### config.mk
export PLATFORM = sky130hd
export DESIGN_NAME = mqtt_connect_packet_framer_unit
export DESIGN_NICKNAME = d
export VERILOG_FILES = /design/src/hdl/mcpf_pkg.sv /design/src/hdl/mqtt_connect_packet_framer_unit.sv /design/src/hdl/mcpf_hdr_seq.sv
export SDC_FILE = /design/constraint.sdc
export NUM_CORES = 1
export LEC_CHECK = 0
export BUFFER_PORTS_ARGS = -buffer_cell sky130_fd_sc_hd__buf_4
export CORE_MARGIN = 1
export CORE_UTILIZATION = 34
export DETAILED_ROUTE_END_ITERATION = 8
export PLACE_DENSITY_LB_ADDON = 0.15
export SLEW_MARGIN = 40
export SYNTH_ARGS = -nofsm -noshare
export SYNTH_HDL_FRONTEND = slang
export SYNTH_SLANG_ARGS = --single-unit
### constraint.sdc
create_clock -name clk -period 3.25 [get_ports clk]
set_input_delay 0.8125 -clock clk [delete_from_list [all_inputs] [get_ports clk]]
set_output_delay 0.8125 -clock clk [all_outputs]
set_load 0.1 [all_outputs]
### src/hdl/mcpf_pkg.sv
// Shared types and constants for the MQTT connect packet framer.
`timescale 1ns / 1ps

package mcpf_pkg;

  // Command codes carried by the input item
  typedef enum logic [1:0] {
    OP_CONNECT = 2'd0,
    OP_ID_BYTE = 2'd1,
    OP_PING    = 2'd2,
    OP_UNUSED  = 2'd3
  } opcode_t;

  // Configuration register indexes
  localparam int unsigned CFG_IDX_W = 1;
  localparam logic [CFG_IDX_W-1:0] REG_KEEP_ALIVE = 1'd0;
  localparam logic [CFG_IDX_W-1:0] REG_CLIENT_ID_LEN = 1'd1;

  localparam logic [15:0] KEEP_ALIVE_RST = 16'd60;
  localparam logic [15:0] CLIENT_ID_LEN_RST = 16'd0;

  // Fixed packet bytes
  localparam logic [7:0] CONNECT_TYPE = 8'h10;
  localparam logic [7:0] PING_TYPE = 8'hC0;
  localparam logic [7:0] PING_LEN = 8'h00;
  localparam logic [16:0] VAR_HDR_LEN = 17'd12;

  typedef struct packed {
    logic [1:0] opcode;
    logic [7:0] id_byte;
  } in_item_t;

  typedef struct packed {
    logic [7:0] packet_byte;
    logic       packet_end;
    logic       misuse_error;
  } out_item_t;

  // Control from the top level into the header sequencer
  typedef struct packed {
    logic        start;
    logic        step;
    logic [15:0] alive_secs;
    logic [15:0] id_len;
  } hdr_ctl_t;

  // Status from the header sequencer
  typedef struct packed {
    logic [7:0] hdr_byte;
    logic       hdr_end;
    logic       done;
  } hdr_stat_t;

endpackage

### src/hdl/mqtt_connect_packet_framer_unit.sv
// Top level of the MQTT connect / ping packet framer.
//
//   channel | ports                                  | direction
//   input   | in_valid, in_ready, in_data            | item in: opcode, id_byte
//   result  | out_valid, out_ready, out_data         | item out: byte, end, error
//   config  | cfg_valid, cfg_ready, cfg_index, cfg_data | register write
//
// A connect item yields its type byte, then each header byte produced by the
// header sequencer (1 to 3 varint bytes from its shifted length register, then 12 fixed).
// A ping item yields a type byte and a zero length byte; an id byte item yields one byte.
// Output stalls hold the sequencer; an item is taken only while the block is
// idle and the output register is free or draining.
// Reset is synchronous, active low; no memory sweep follows it.
`timescale 1ns / 1ps

module mqtt_connect_packet_framer_unit
  import mcpf_pkg::*;
(
  input  logic                 clk,
  input  logic                 rst_n,
  input  logic                 in_valid,
  output logic                 in_ready,
  input  in_item_t             in_data,
  output logic                 out_valid,
  input  logic                 out_ready,
  output out_item_t            out_data,
  input  logic                 cfg_valid,
  output logic                 cfg_ready,
  input  logic [CFG_IDX_W-1:0] cfg_index,
  input  logic [15:0]          cfg_data
);

  typedef enum logic [2:0] {
    ST_IDLE = 3'b001,
    ST_HDR  = 3'b010,
    ST_PING = 3'b100
  } state_t;

  state_t      state_r, state_nxt;
  logic [15:0] alive_secs_r, alive_secs_nxt;
  logic [15:0] id_len_r, id_len_nxt;
  logic [15:0] id_left_r, id_left_nxt;
  logic        conn_open_r, conn_open_nxt;
  logic        out_valid_r, out_valid_nxt;
  out_item_t   out_data_r, out_data_nxt;
  logic        out_free;
  logic        in_acc;
  opcode_t     op;
  hdr_ctl_t    hdr_ctl;
  hdr_stat_t   hdr_stat;

  assign out_free  = !out_valid_r || out_ready;
  assign in_ready  = (state_r == ST_IDLE) && out_free;
  assign in_acc    = in_valid && in_ready;
  assign op        = opcode_t'(in_data.opcode);
  assign cfg_ready = 1'b1;
  assign out_valid = out_valid_r;
  assign out_data  = out_data_r;

  // Configuration registers
  always_comb begin
    alive_secs_nxt = alive_secs_r;
    id_len_nxt     = id_len_r;
    if (cfg_valid) begin
      case (cfg_index)
        REG_KEEP_ALIVE:    alive_secs_nxt = cfg_data;
        REG_CLIENT_ID_LEN: id_len_nxt     = cfg_data;
        default:           ;
      endcase
    end
  end

  // Header sequencer
  assign hdr_ctl.start      = in_acc && (op == OP_CONNECT);
  assign hdr_ctl.step       = (state_r == ST_HDR) && out_free;
  assign hdr_ctl.alive_secs = alive_secs_r;
  assign hdr_ctl.id_len     = id_len_r;

  mcpf_hdr_seq u_hdr_seq (
    .clk   (clk),
    .rst_n (rst_n),
    .ctl   (hdr_ctl),
    .stat  (hdr_stat)
  );

  // Control and output register
  always_comb begin
    state_nxt     = state_r;
    id_left_nxt   = id_left_r;
    conn_open_nxt = conn_open_r;
    out_valid_nxt = out_valid_r && !out_ready;
    out_data_nxt  = out_data_r;
    case (state_r)
      ST_IDLE: begin
        if (in_acc) begin
          case (op)
            OP_CONNECT: begin
              out_valid_nxt = 1'b1;
              out_data_nxt  = '{packet_byte: CONNECT_TYPE, packet_end: 1'b0,
                                misuse_error: 1'b0};
              id_left_nxt   = id_len_r;
              conn_open_nxt = (id_len_r != '0);
              state_nxt     = ST_HDR;
            end
            OP_ID_BYTE: begin
              out_valid_nxt = 1'b1;
              if (conn_open_r && (id_left_r != '0)) begin
                id_left_nxt   = id_left_r - 16'd1;
                conn_open_nxt = (id_left_r != 16'd1);
                out_data_nxt  = '{packet_byte: in_data.id_byte,
                                  packet_end: (id_left_r == 16'd1),
                                  misuse_error: 1'b0};
              end else begin
                out_data_nxt = '{packet_byte: 8'h00, packet_end: 1'b1,
                                 misuse_error: 1'b1};
              end
            end
            OP_PING: begin
              out_valid_nxt = 1'b1;
              out_data_nxt  = '{packet_byte: PING_TYPE, packet_end: 1'b0,
                                misuse_error: 1'b0};
              id_left_nxt   = '0;
              conn_open_nxt = 1'b0;
              state_nxt     = ST_PING;
            end
            default: ;
          endcase
        end
      end
      ST_HDR: begin
        if (out_free) begin
          out_valid_nxt = 1'b1;
          out_data_nxt  = '{packet_byte: hdr_stat.hdr_byte,
                            packet_end: hdr_stat.hdr_end, misuse_error: 1'b0};
          if (hdr_stat.done) state_nxt = ST_IDLE;
        end
      end
      ST_PING: begin
        if (out_free) begin
          out_valid_nxt = 1'b1;
          out_data_nxt  = '{packet_byte: PING_LEN, packet_end: 1'b1,
                            misuse_error: 1'b0};
          state_nxt     = ST_IDLE;
        end
      end
      default: state_nxt = ST_IDLE;
    endcase
  end

  always_ff @(posedge clk) begin
    if (!rst_n) begin
      state_r      <= ST_IDLE;
      alive_secs_r <= KEEP_ALIVE_RST;
      id_len_r     <= CLIENT_ID_LEN_RST;
      id_left_r    <= '0;
      conn_open_r  <= 1'b0;
      out_valid_r  <= 1'b0;
    end else begin
      state_r      <= state_nxt;
      alive_secs_r <= alive_secs_nxt;
      id_len_r     <= id_len_nxt;
      id_left_r    <= id_left_nxt;
      conn_open_r  <= conn_open_nxt;
      out_valid_r  <= out_valid_nxt;
    end
    out_data_r <= out_data_nxt;
  end

endmodule

### src/hdl/mcpf_hdr_seq.sv
// Header sequencer: varint length bytes from a 17-bit register shifted by seven, then variable header.
`timescale 1ns / 1ps

module mcpf_hdr_seq
  import mcpf_pkg::*;
(
  input  logic      clk,
  input  logic      rst_n,
  input  hdr_ctl_t  ctl,
  output hdr_stat_t stat
);

  localparam logic [3:0] LAST_IDX = 4'd11;

  logic        len_phase_r, len_phase_nxt;
  logic [3:0]  idx_r, idx_nxt;
  logic [16:0] rem_r, rem_nxt;
  logic [15:0] ka_r, ka_nxt;
  logic [15:0] len_r, len_nxt;
  logic        more;

  // Variable header byte at a given position
  function automatic logic [7:0] fixed_byte(input logic [3:0] idx,
                                            input logic [15:0] ka,
                                            input logic [15:0] len);
    logic [7:0] b;
    case (idx)
      4'd0:    b = 8'h00;
      4'd1:    b = 8'h04;
      4'd2:    b = 8'h4D;  // M
      4'd3:    b = 8'h51;  // Q
      4'd4:    b = 8'h54;  // T
      4'd5:    b = 8'h54;  // T
      4'd6:    b = 8'h04;  // protocol level
      4'd7:    b = 8'h02;  // clean session
      4'd8:    b = ka[15:8];
      4'd9:    b = ka[7:0];
      4'd10:   b = len[15:8];
      4'd11:   b = len[7:0];
      default: b = 8'h00;
    endcase
    return b;
  endfunction

  assign more = |rem_r[16:7];

  // Current byte
  always_comb begin
    if (len_phase_r) begin
      stat.hdr_byte = {more, rem_r[6:0]};
      stat.hdr_end  = 1'b0;
      stat.done     = 1'b0;
    end else begin
      stat.hdr_byte = fixed_byte(idx_r, ka_r, len_r);
      stat.done     = (idx_r == LAST_IDX);
      stat.hdr_end  = (idx_r == LAST_IDX) && (len_r == '0);
    end
  end

  // Sequencing: shift remaining length by seven per varint byte
  always_comb begin
    len_phase_nxt = len_phase_r;
    idx_nxt       = idx_r;
    rem_nxt       = rem_r;
    ka_nxt        = ka_r;
    len_nxt       = len_r;
    if (ctl.start) begin
      len_phase_nxt = 1'b1;
      idx_nxt       = '0;
      rem_nxt       = VAR_HDR_LEN + {1'b0, ctl.id_len};
      ka_nxt        = ctl.alive_secs;
      len_nxt       = ctl.id_len;
    end else if (ctl.step) begin
      if (len_phase_r) begin
        rem_nxt = rem_r >> 7;
        if (!more) begin
          len_phase_nxt = 1'b0;
          idx_nxt       = '0;
        end
      end else if (idx_r != LAST_IDX) begin
        idx_nxt = idx_r + 4'd1;
      end
    end
  end

  always_ff @(posedge clk) begin
    if (!rst_n) begin
      len_phase_r <= 1'b0;
      idx_r       <= '0;
    end else begin
      len_phase_r <= len_phase_nxt;
      idx_r       <= idx_nxt;
    end
    rem_r <= rem_nxt;
    ka_r  <= ka_nxt;
    len_r <= len_nxt;
  end

endmodule

==> run_results.csv, run 1 <==
group,metric,value,unit
detailed_routing,wl_per_cell,17.21,um
cells_and_area,drive_above_1_share,14.86,%
timing,final_hold_viol_count,0,
logic_synthesis,ys_ff_latch,117,
timing,setup_viol,0,
timing,slew_viol_final,0,
global_route,grt_overflow_total,0,
critical_path,timing.critical_path.to,"out_data[8]",
power_and_ir_drop,peakVddDrop,0.3850,mV
timing,rsz0062_at_grt,"false",
logic_synthesis,yosys.area.top_type,"edfxtp_1",
critical_path,r2r-start,"u_hdr_seq.idx_r[0]",
logic_synthesis,yosysSeqAreaShare,50.78,%
logic_synthesis,async_flop_share,0,%
cells_and_area,final_util,41.31,%
cells_and_area,fin_cells,866,
logic_synthesis,ys_types,68,
floorplanning,rows,47,
critical_path,start_kind,"flop",
placed_design,hpwl,10570,um
critical_path,reg2reg_to,"out_data[8]",
floorplanning,core_area,16580,um2
logic_synthesis,syn-mean-instance-area,9.610,um2
floorplanning,dieArea,17510,um2
floorplanning,die_w,132.3,um
critical_path,cp.depth,8,
logic_synthesis,synthFlopType,"edfxtp_1",
critical_path,critical_path_class,"flop to flop",
cells_and_area,final_cell_mix,"nand2_1, edfxtp_1, dfxtp_1",
detailed_routing,drc,0,
logic_synthesis,synth.area.top_cells,"edfxtp_1, dfxtp_1, nand2_1",
global_route,grt_max_degree,63,
cells_and_area,layout.nets,678,
timing,worst_slew_margin_rel,51.87,%
critical_path,worst_setup_path_end_kind,"flop",
detailed_routing,ant_nets,0,
critical_path,slowest_stage,"ha_1",
logic_synthesis,syn_inst,601,
critical_path,worstPathCellList,"inv_1 -> ha_1 -> o21ai_0 -> nor4b_1 -> a2111oi_0 -> buf_4 -> a21boi_0 -> a211o_1",
global_route,antenna_found_initial,0,
floorplanning,die_h,132.3,um
detailed_routing,finalWirelength,14900,um
logic_synthesis,synthDominantCellAreaShare,30.68,%
timing,min_period_over_period,77.50,%
power_and_ir_drop,p_per_area,589.1,nW/um2
timing,worst_pin_slew,0.7202,ns
placed_design,place_congestion,0.8511,
timing,timing.setup.tns,0,ns
cells_and_area,fin_area,6850,um2
timing,maxClockFrequency,397.0,MHz
clocking,htreeDepth,4,
critical_path,cp.required,3.54,ns
detailed_routing,vias_per_cell,5.253,
placed_design,port_buffers,43,
detailed_routing,drt_first_pass_iters,5,
global_route,groute.usage.overall,17.44,%
critical_path,path_max_fanout,11,
logic_synthesis,synth.cell_area,5776,um2
power_and_ir_drop,power,4036,uW
clocking,cts_sinks,117,
global_route,grt_pass1_vias,4220,
critical_path,slowest_delay,0.45,ns
clocking,clockBufferDepth,2,
worst_hold_path,hp-class,"flop to flop",
cells_and_area,areaGrowthSynthToFinish,18.61,%
logic_synthesis,yosys_warnings,0,
power_and_ir_drop,leakage,0.002498,uW
clocking,cts_buffers,17,
clocking,clk_latency,0.42,ns
timing,finalCriticalPeriod,2.519,ns
critical_path,critPathBufInv,2,
clocking,ctsResizeCount,0,
detailed_routing,drt_first_iter_violations,310,
critical_path,cp_data_arrival_time,2.81,ns
placed_design,placed_cell_area,6290,um2
clocking,cts-root-buf,"clkbuf_16",
placed_design,place_inst,834,
critical_path,reg2reg_depth,8,
run_status,outcome,"completed",
critical_path,crit_start,"u_hdr_seq.idx_r[0]",
clocking,path_clk_slew,0.06,ns
logic_synthesis,synth_edf_count,59,
floorplanning,io_pins,45,
clocking,hold_buffers,0,
critical_path,path_delay_family,"compound AO/OA/AOI/OAI gates",
clocking,post_cts_buffers,0,
timing,skew,0.008049,ns
flow_run,drv_cap,0,
cells_and_area,final_common_cell,"nand2_1",
detailed_routing,vias,4549,
clocking,cts_tree,"built",
logic_synthesis,synth_fp_nets,646,
global_route,grt_pass1_wl,23320,um
critical_path,reg2reg_slack,0.73,ns
floorplanning,start_util,34.83,%
cells_and_area,diodes,0,
worst min-delay path by stage:
stage	cells after the start	slack, ns	from	to
detailed placement	0	0.42	alive_secs_r[12]	u_hdr_seq.ka_r[12]
CTS	0	0.43	alive_secs_r[12]	u_hdr_seq.ka_r[12]
finish	0	0.43	alive_secs_r[9]	u_hdr_seq.ka_r[9]
global placement	0	0.42	alive_secs_r[6]	u_hdr_seq.ka_r[6]
global route	0	0.44	alive_secs_r[12]	u_hdr_seq.ka_r[12]
floorplan	0	0.41	id_len_r[13]	u_hdr_seq.len_r[13]
final cells by class:
class                   count  area, um2
clock buffers              18      429.2
clock inverters            14      131.4
fillers                  1644       9733
inverters                  19      71.32
multi-input cells         425       2613
flip-flops and latches    117       2933
well taps                 220      275.3
repair buffers             53      397.9
worst register-to-register path: cells and delay by family (launching register included):
kind                     cells  cell delay [ns]
AO/OA/AOI/OAI                4             1.08
adder cells (fa/ha/maj)      1             0.45
buffers and inverters        2             0.34
flip-flops                   1             0.37
AND/OR/NAND/NOR              1             0.16
metrics by stage:
stage	worst slack, ns	hold slack (ns)
after CTS	0.7183	0.4322
after global routing	0.5399	0.4353
after floorplan	0.2381	0.4064
after global placement	0.5150	0.4163
after detailed placement	0.4332	0.4222
final	0.7312	0.4319
power by group:
| part | switching (uW) | internal, uW | total [uW] | leakage (uW) |
|---|---|---|---|---|
| registers | 73.5 | 1630 | 1700 | 0.00104 |
| clock network | 717 | 1060 | 1770 | 0.000265 |
| logic | 368 | 193 | 561 | 0.00120 |
sequential cells by signal, summed over array words and instances, names as in the netlist:
signal	cells
alive_secs_r	16
u_hdr_seq.len_phase_r	1
id_len_r	16
id_left_r	16
state_r	3
conn_open_r	1
u_hdr_seq.ka_r	16
u_hdr_seq.len_r	16
u_hdr_seq.rem_r	17
out_data	10
u_hdr_seq.idx_r	4
out_valid	1
synth_stat cells, types with 3 or more instances:
cell type  count
clkbuf_1      34
o211ai_1       9
a222oi_1       5
o31ai_1        3
or3_1          3
nor2_1        33
nor4_1         9
and3_1         5
nand2_1      113
a21oi_1       21
buf_2          4
a221oi_1       5
and2_1         4
a21boi_0      31
inv_1         19
nand2b_1       7
ha_1          13
nor3_1        14
a22o_1         4
edfxtp_1      59
a31oi_1        5
nor3b_1        6
xnor2_1        7
nor4b_1        4
o2bb2ai_1      3
or4_1          3
nand3_1       20
nor2b_1        9
xor2_1         7
a221o_1        4
dfxtp_1       58
o21ai_0       28
nand4_1        4
layer usage:
metal  up-vias  GRT usage [%]  part of all wire (%)
met3        25          3.998                   4.7
met2       121          27.08                    46
met5         -              0                     0
met1      2140          23.35                    47
met4         0          7.216                   2.2
li1       2263              -                     -
cells by family after synthesis:
kind of cell	synth area share (%)
AND/OR/NAND/NOR	20.02
adder cells (fa/ha/maj)	2.816
other	0.06493
flip-flops	50.78
AO/OA/AOI/OAI	19.52
buffers and inverters	4.116
XOR/XNOR	2.123
multiplexers	0.5632
(Power assumes the default switching activity.)
==> run 2: changes to the inputs <==
- clock period: 3.25 -> 2.2 ns (I/O delays scaled with it)
==> run 2 against run 1 <==
  * Critical path depth is 5 lower
  * Clock power is 51% higher
  * Highest routed layer unchanged
  * Wire length is 6.6% higher
  * Sequential cell count stayed put
  * Largest cell class unchanged
  * Sequential share of layout area is 2.7 points lower
  * First-iteration DRC count is 13% higher
  * Core utilization is 2.8 points higher
  * Largest power group unchanged
==> run_results.csv, run 2 (synthesis gave the netlist of run 1 again) <==
group,metric,value,unit
cells_and_area,final_cell_mix,"nand2_1, buf_4, edfxtp_1",
floorplanning,io_pins,45,
detailed_routing,finalWirelength,15880,um
detailed_routing,drt_first_iter_violations,351,
critical_path,worst_setup_path_end_kind,"output port",
cells_and_area,fin_cells,911,
critical_path,reg2reg_slack,0.09,ns
power_and_ir_drop,power_switching,1716,uW
power_and_ir_drop,seq_power_share,40.8,%
timing,skew,0.01021,ns
cells_and_area,largest_reg_flops,17,
critical_path,start_kind,"flop",
placed_design,hpwl,11630,um
clocking,path_clk_slew,0.06,ns
run_status,outcome,"completed",
power_and_ir_drop,leakage,0.002762,uW
cells_and_area,largest_register,"u_hdr_seq.rem_r",
floorplanning,dieArea,17510,um2
timing,timing.setup.tns,0,ns
global_route,grt_pass1_vias,4574,
worst_hold_path,min_to,"alive_secs_r[3]",
flow_run,drv_cap,0,
detailed_routing,drt_first_pass_iters,5,
detailed_routing,wl_per_cell,17.43,um
global_route,grt_pass1_wl,25010,um
cells_and_area,n_fill_cell,1619,
timing,worst_slew_margin_rel,56.71,%
cells_and_area,multi_input_area,2676,um2
critical_path,path_max_fanout,7,
power_and_ir_drop,p_per_area,838.8,nW/um2
floorplanning,rows,47,
detailed_routing,drc,0,
timing,rsz0062_at_grt,"false",
clocking,clockBufferDepth,2,
power_and_ir_drop,internal-power,4425,uW
cells_and_area,drive_above_1_share,22.72,%
cells_and_area,final_common_cell,"nand2_1",
clocking,htreeDepth,4,
clocking,clk_latency,0.42,ns
timing,final_hold_viol_count,0,
placed_design,port_buffers,43,
global_route,antenna_found_initial,0,
cells_and_area,ff_latch_area,2940,um2
power_and_ir_drop,swShare,27.94,%
timing,worst_pin_slew,0.6494,ns
power_and_ir_drop,comb_power_share,15.6,%
worst_hold_path,hp-class,"input pin to flop",
worst_hold_path,min_delay_path_depth,3,
cells_and_area,layout.nets,723,
detailed_routing,ant_nets,0,
timing,setup_viol,0,
clocking,cts_tree,"built",
cells_and_area,diodes,0,
power_and_ir_drop,pwr-share-clk,43.6,%
floorplanning,die_h,132.3,um
detailed_routing,vias_per_cell,5.248,
timing,finalCriticalPeriod,2.131,ns
placed_design,place_congestion,0.8360,
timing,min_period_over_period,96.88,%
floorplanning,die_w,132.3,um
critical_path,reg2reg_to,"id_left_r[10]",
clocking,cts-root-buf,"clkbuf_16",
floorplanning,start_util,34.83,%
clocking,cts_buffers,17,
critical_path,r2r-start,"id_left_r[2]",
critical_path,reg2reg_depth,5,
global_route,grt_max_degree,51,
floorplanning,core_area,16580,um2
clocking,hold_buffers,0,
timing,maxClockFrequency,469.2,MHz
critical_path,critical_path_class,"flop to output port",
global_route,grt_overflow_total,0,
worst_hold_path,min_from,"cfg_data[3]",
placed_design,place_inst,878,
clocking,cts_sinks,117,
critical_path,cp_data_arrival_time,1.58,ns
power_and_ir_drop,peakVddDrop,0.6350,mV
detailed_routing,vias,4781,
cells_and_area,areaGrowthSynthToFinish,26.78,%
global_route,groute.usage.overall,18.77,%
timing,slew_viol_final,0,
critical_path,cp.required,1.65,ns
[run 2: power by group through the flow]
stage          clock network (uW)  logic (uW)  registers, uW
2_1_floorplan                   0         525           2630
3_3_place_gp                    0         942           2550
3_5_place_dp                    0         943           2550
4_1_cts                      2720         946           2500
5_1_grt                      2830        1040           2520
6_report                     2680         960           2500
[run 2: layout make-up]
cell class / count / area share (%)
timing repair buffer: 98 / 10.44
multi-input combinational: 425 / 36.55
clock buffer: 21 / 6.869
tap: 220 / 3.759
sequential: 117 / 40.16
clock inverter: 11 / 1.196
inverter: 19 / 1.025
[run 2: metrics by stage]
step	instance area (um2)	util, %	hold WS (ns)	worst slack [ns]	total power [uW]
global route	7322	44.15	0.3536	0.005120	6387
detailed placement	6674	40.24	0.4171	-0.02888	3489
CTS	7264	43.81	0.3409	0.002701	6170
global placement	6674	40.24	0.4166	-0.01691	3487
floorplan	5822	-	0.4064	-0.1622	3151
finish	7322	44.15	0.3521	0.06860	6142
[run 2: worst max path at each step]
stage | start | end | slack (ns) | cells after the start
after global routing | u_hdr_seq.idx_r[0] | out_data[8] | 0.005 | 8
after detailed placement | in_data[9] | id_left_r[1] | -0.03 | 8
after CTS | state_r[0] | in_ready | 0.003 | 3
after global placement | in_data[9] | id_left_r[1] | -0.02 | 8
final | state_r[0] | in_ready | 0.07 | 3
after floorplan | state_r[0] | u_hdr_seq.ka_r[0] | -0.16 | 5
[run 2: repair_timing]
item	CTS	global route
setup buffers	0	1
endpoints found under the setup margin	1	8
resized for setup	0	10
endpoints found under the hold margin	0	0
pin swaps	1	2
[run 2: routing by layer]
metal  up-vias  track usage (%)  routed length (um)
met4         0            7.024                 264
li1       2357                -                   -
met2       144            30.35                7500
met3        23            3.383                 667
met1      2257            25.01                7446
met5         -                0                   0
[run 2: critical path, stage by stage (launching register included)]
cell	delay (ns)
dfxtp_2	0.37
or3b_4	0.44
nor2_4	0.12
buf_6	0.23
==> run 3: changes to the inputs <==
- REMOVE_ABC_BUFFERS: unset -> 1
==> run 3 against run 2 <==
  * Wire length is 1.4% higher
  * Combinational power increased by 4%
  * Clock power decreased by 5%
  * Global-route usage grew 0.16 points
  * Critical path depth stayed put
==> run_results.csv, run 3 (synthesis gave the netlist of run 1 again) <==
group,metric,value,unit
critical_path,cp.required,1.65,ns
critical_path,worstPathCellList,"or3b_4 -> nor2_4 -> buf_12",
cells_and_area,n_fill_cell,1614,
timing,final_hold_viol_count,0,
clocking,hold_buffers,0,
timing,min_period_over_period,96.84,%
power_and_ir_drop,power_switching,1693,uW
cells_and_area,largest_register,"u_hdr_seq.rem_r",
clocking,cts_buffers,17,
cells_and_area,areaGrowthSynthToFinish,26.78,%
critical_path,critical_path_class,"flop to output port",
detailed_routing,vias,4845,
timing,setup_viol,0,
critical_path,path_max_fanout,6,
placed_design,hpwl,11800,um
floorplanning,die_w,132.3,um
clocking,clk_latency,0.42,ns
power_and_ir_drop,peakVddDrop,0.5246,mV
power_and_ir_drop,power,6027,uW
power_and_ir_drop,p_per_area,823.2,nW/um2
floorplanning,dieArea,17510,um2
power_and_ir_drop,leakage,0.002793,uW
critical_path,slowest_delay,0.45,ns
global_route,grt_pass1_wl,25160,um
cells_and_area,largest_reg_flops,17,
timing,hold_ws,0.3581,ns
power_and_ir_drop,swShare,28.09,%
power_and_ir_drop,pwr-share-clk,42.1,%
cells_and_area,drive_above_1_share,22.03,%
floorplanning,io_pins,45,
clocking,clockBufferDepth,2,
placed_design,place_congestion,0.8619,
cells_and_area,final_common_cell,"nand2_1",
detailed_routing,finalWirelength,16100,um
floorplanning,core_area,16580,um2
clocking,cts_tree,"built",
floorplanning,die_h,132.3,um
flow_run,drv_cap,0,
global_route,groute.usage.overall,18.93,%
detailed_routing,wl_per_cell,17.52,um
cells_and_area,final_cell_mix,"nand2_1, buf_4, edfxtp_1",
cells_and_area,multi_input_area,2649,um2
power_and_ir_drop,seq_power_share,41.2,%
global_route,grt_overflow_total,0,
power_and_ir_drop,internal-power,4334,uW
critical_path,worst_setup_path_end_kind,"output port",
detailed_routing,vias_per_cell,5.272,
floorplanning,start_util,34.83,%
timing,skew,0.006194,ns
run_status,outcome,"completed",
timing,worst_slew_margin_rel,55.05,%
global_route,grt_pass1_vias,4606,
placed_design,port_buffers,43,
critical_path,path_delay_family,"simple AND/OR/NAND/NOR gates",
timing,slew_viol_final,0,
global_route,antenna_found_initial,0,
cells_and_area,diodes,0,
clocking,cts-root-buf,"clkbuf_16",
clocking,path_clk_slew,0.05,ns
critical_path,critPathBufInv,1,
timing,worst_pin_slew,0.6743,ns
cells_and_area,layout.nets,731,
floorplanning,rows,47,
clocking,cts_sinks,117,
power_and_ir_drop,comb_power_share,16.7,%
timing,rsz0062_at_grt,"true",
detailed_routing,drc,0,
detailed_routing,drt_first_pass_iters,7,
global_route,grt_max_degree,54,
timing,maxClockFrequency,469.4,MHz
critical_path,slowest_stage,"or3b_4",
cells_and_area,ff_latch_area,2934,um2
clocking,htreeDepth,4,
critical_path,cp_data_arrival_time,1.58,ns
worst_hold_path,hp-class,"input pin to flop",
critical_path,start_kind,"flop",
timing,finalCriticalPeriod,2.131,ns
detailed_routing,ant_nets,0,
detailed_routing,drt_first_iter_violations,451,
run 3: changes by cell type in the layout (fill, tap and decap cells not counted), sizes merged:
cell and change:
buf +8, inv +2, clkinv -3, clkbuf +1
run 3: repair_timing:
item | in CTS | in global routing
setup buffers | 0 | 0
endpoints found under the hold margin | 0 | 0
pin swaps | 0 | 4
setup endpoints to repair | 1 | 8
resized for setup | 2 | 12
run 3: through the flow:
step	std cells	worst slack (ns)	utilization, %	cell area, um2	setup TNS [ns]
2_1_floorplan	561	-2.350	-	5609	-142.86
5_1_grt	919	-0.03864	44.15	7322	-0.03864
3_5_place_dp	887	-0.01705	40.51	6718	-0.02575
4_1_cts	919	0.0003607	43.84	7271	0
3_3_place_gp	887	0.02672	40.51	6718	0
6_report	919	0.06948	44.15	7322	0
run 3: area by class of cell:
class / count / share of cell area [%]
flip-flops and latches: 117 / 40.07
multi-input cells: 425 / 36.18
repair buffers: 106 / 11.55
clock buffers: 22 / 6.494
well taps: 220 / 3.759
clock inverters: 10 / 0.9740
inverters: 19 / 0.9740
run 3: final timing paths:
check,startpoint,endpoint,slack [ns],depth (start not counted)
worst max register to register,id_left_r[2],id_left_r[10],0.12,5
worst min register to register,alive_secs_r[5],u_hdr_seq.ka_r[5],0.43,0
worst max-delay path,state_r[2],in_ready,0.07,3
worst min-delay path,cfg_data[4],alive_secs_r[4],0.36,3
run 3: per-layer routing:
metal	share of wire, %	track usage [%]	vias up
li1	-	-	2369
met1	46	25.37	2300
met2	47	29.68	147
met3	4.9	3.729	29
met4	2.3	8.174	0
met5	0	0	-
run 3: power by group through the flow:
stage	registers [uW]	logic [uW]	clock network, uW
after global placement	2530	978	0
after CTS	2480	988	2580
final	2490	1000	2540
after detailed placement	2530	980	0
after global routing	2500	1090	2680
after floorplan	2640	466	0
run 3: tightest hold or removal path, cell delays in order:
cell	delay, ns
buf_4	0.09
nand2_1	0.04
nand3_1	0.06
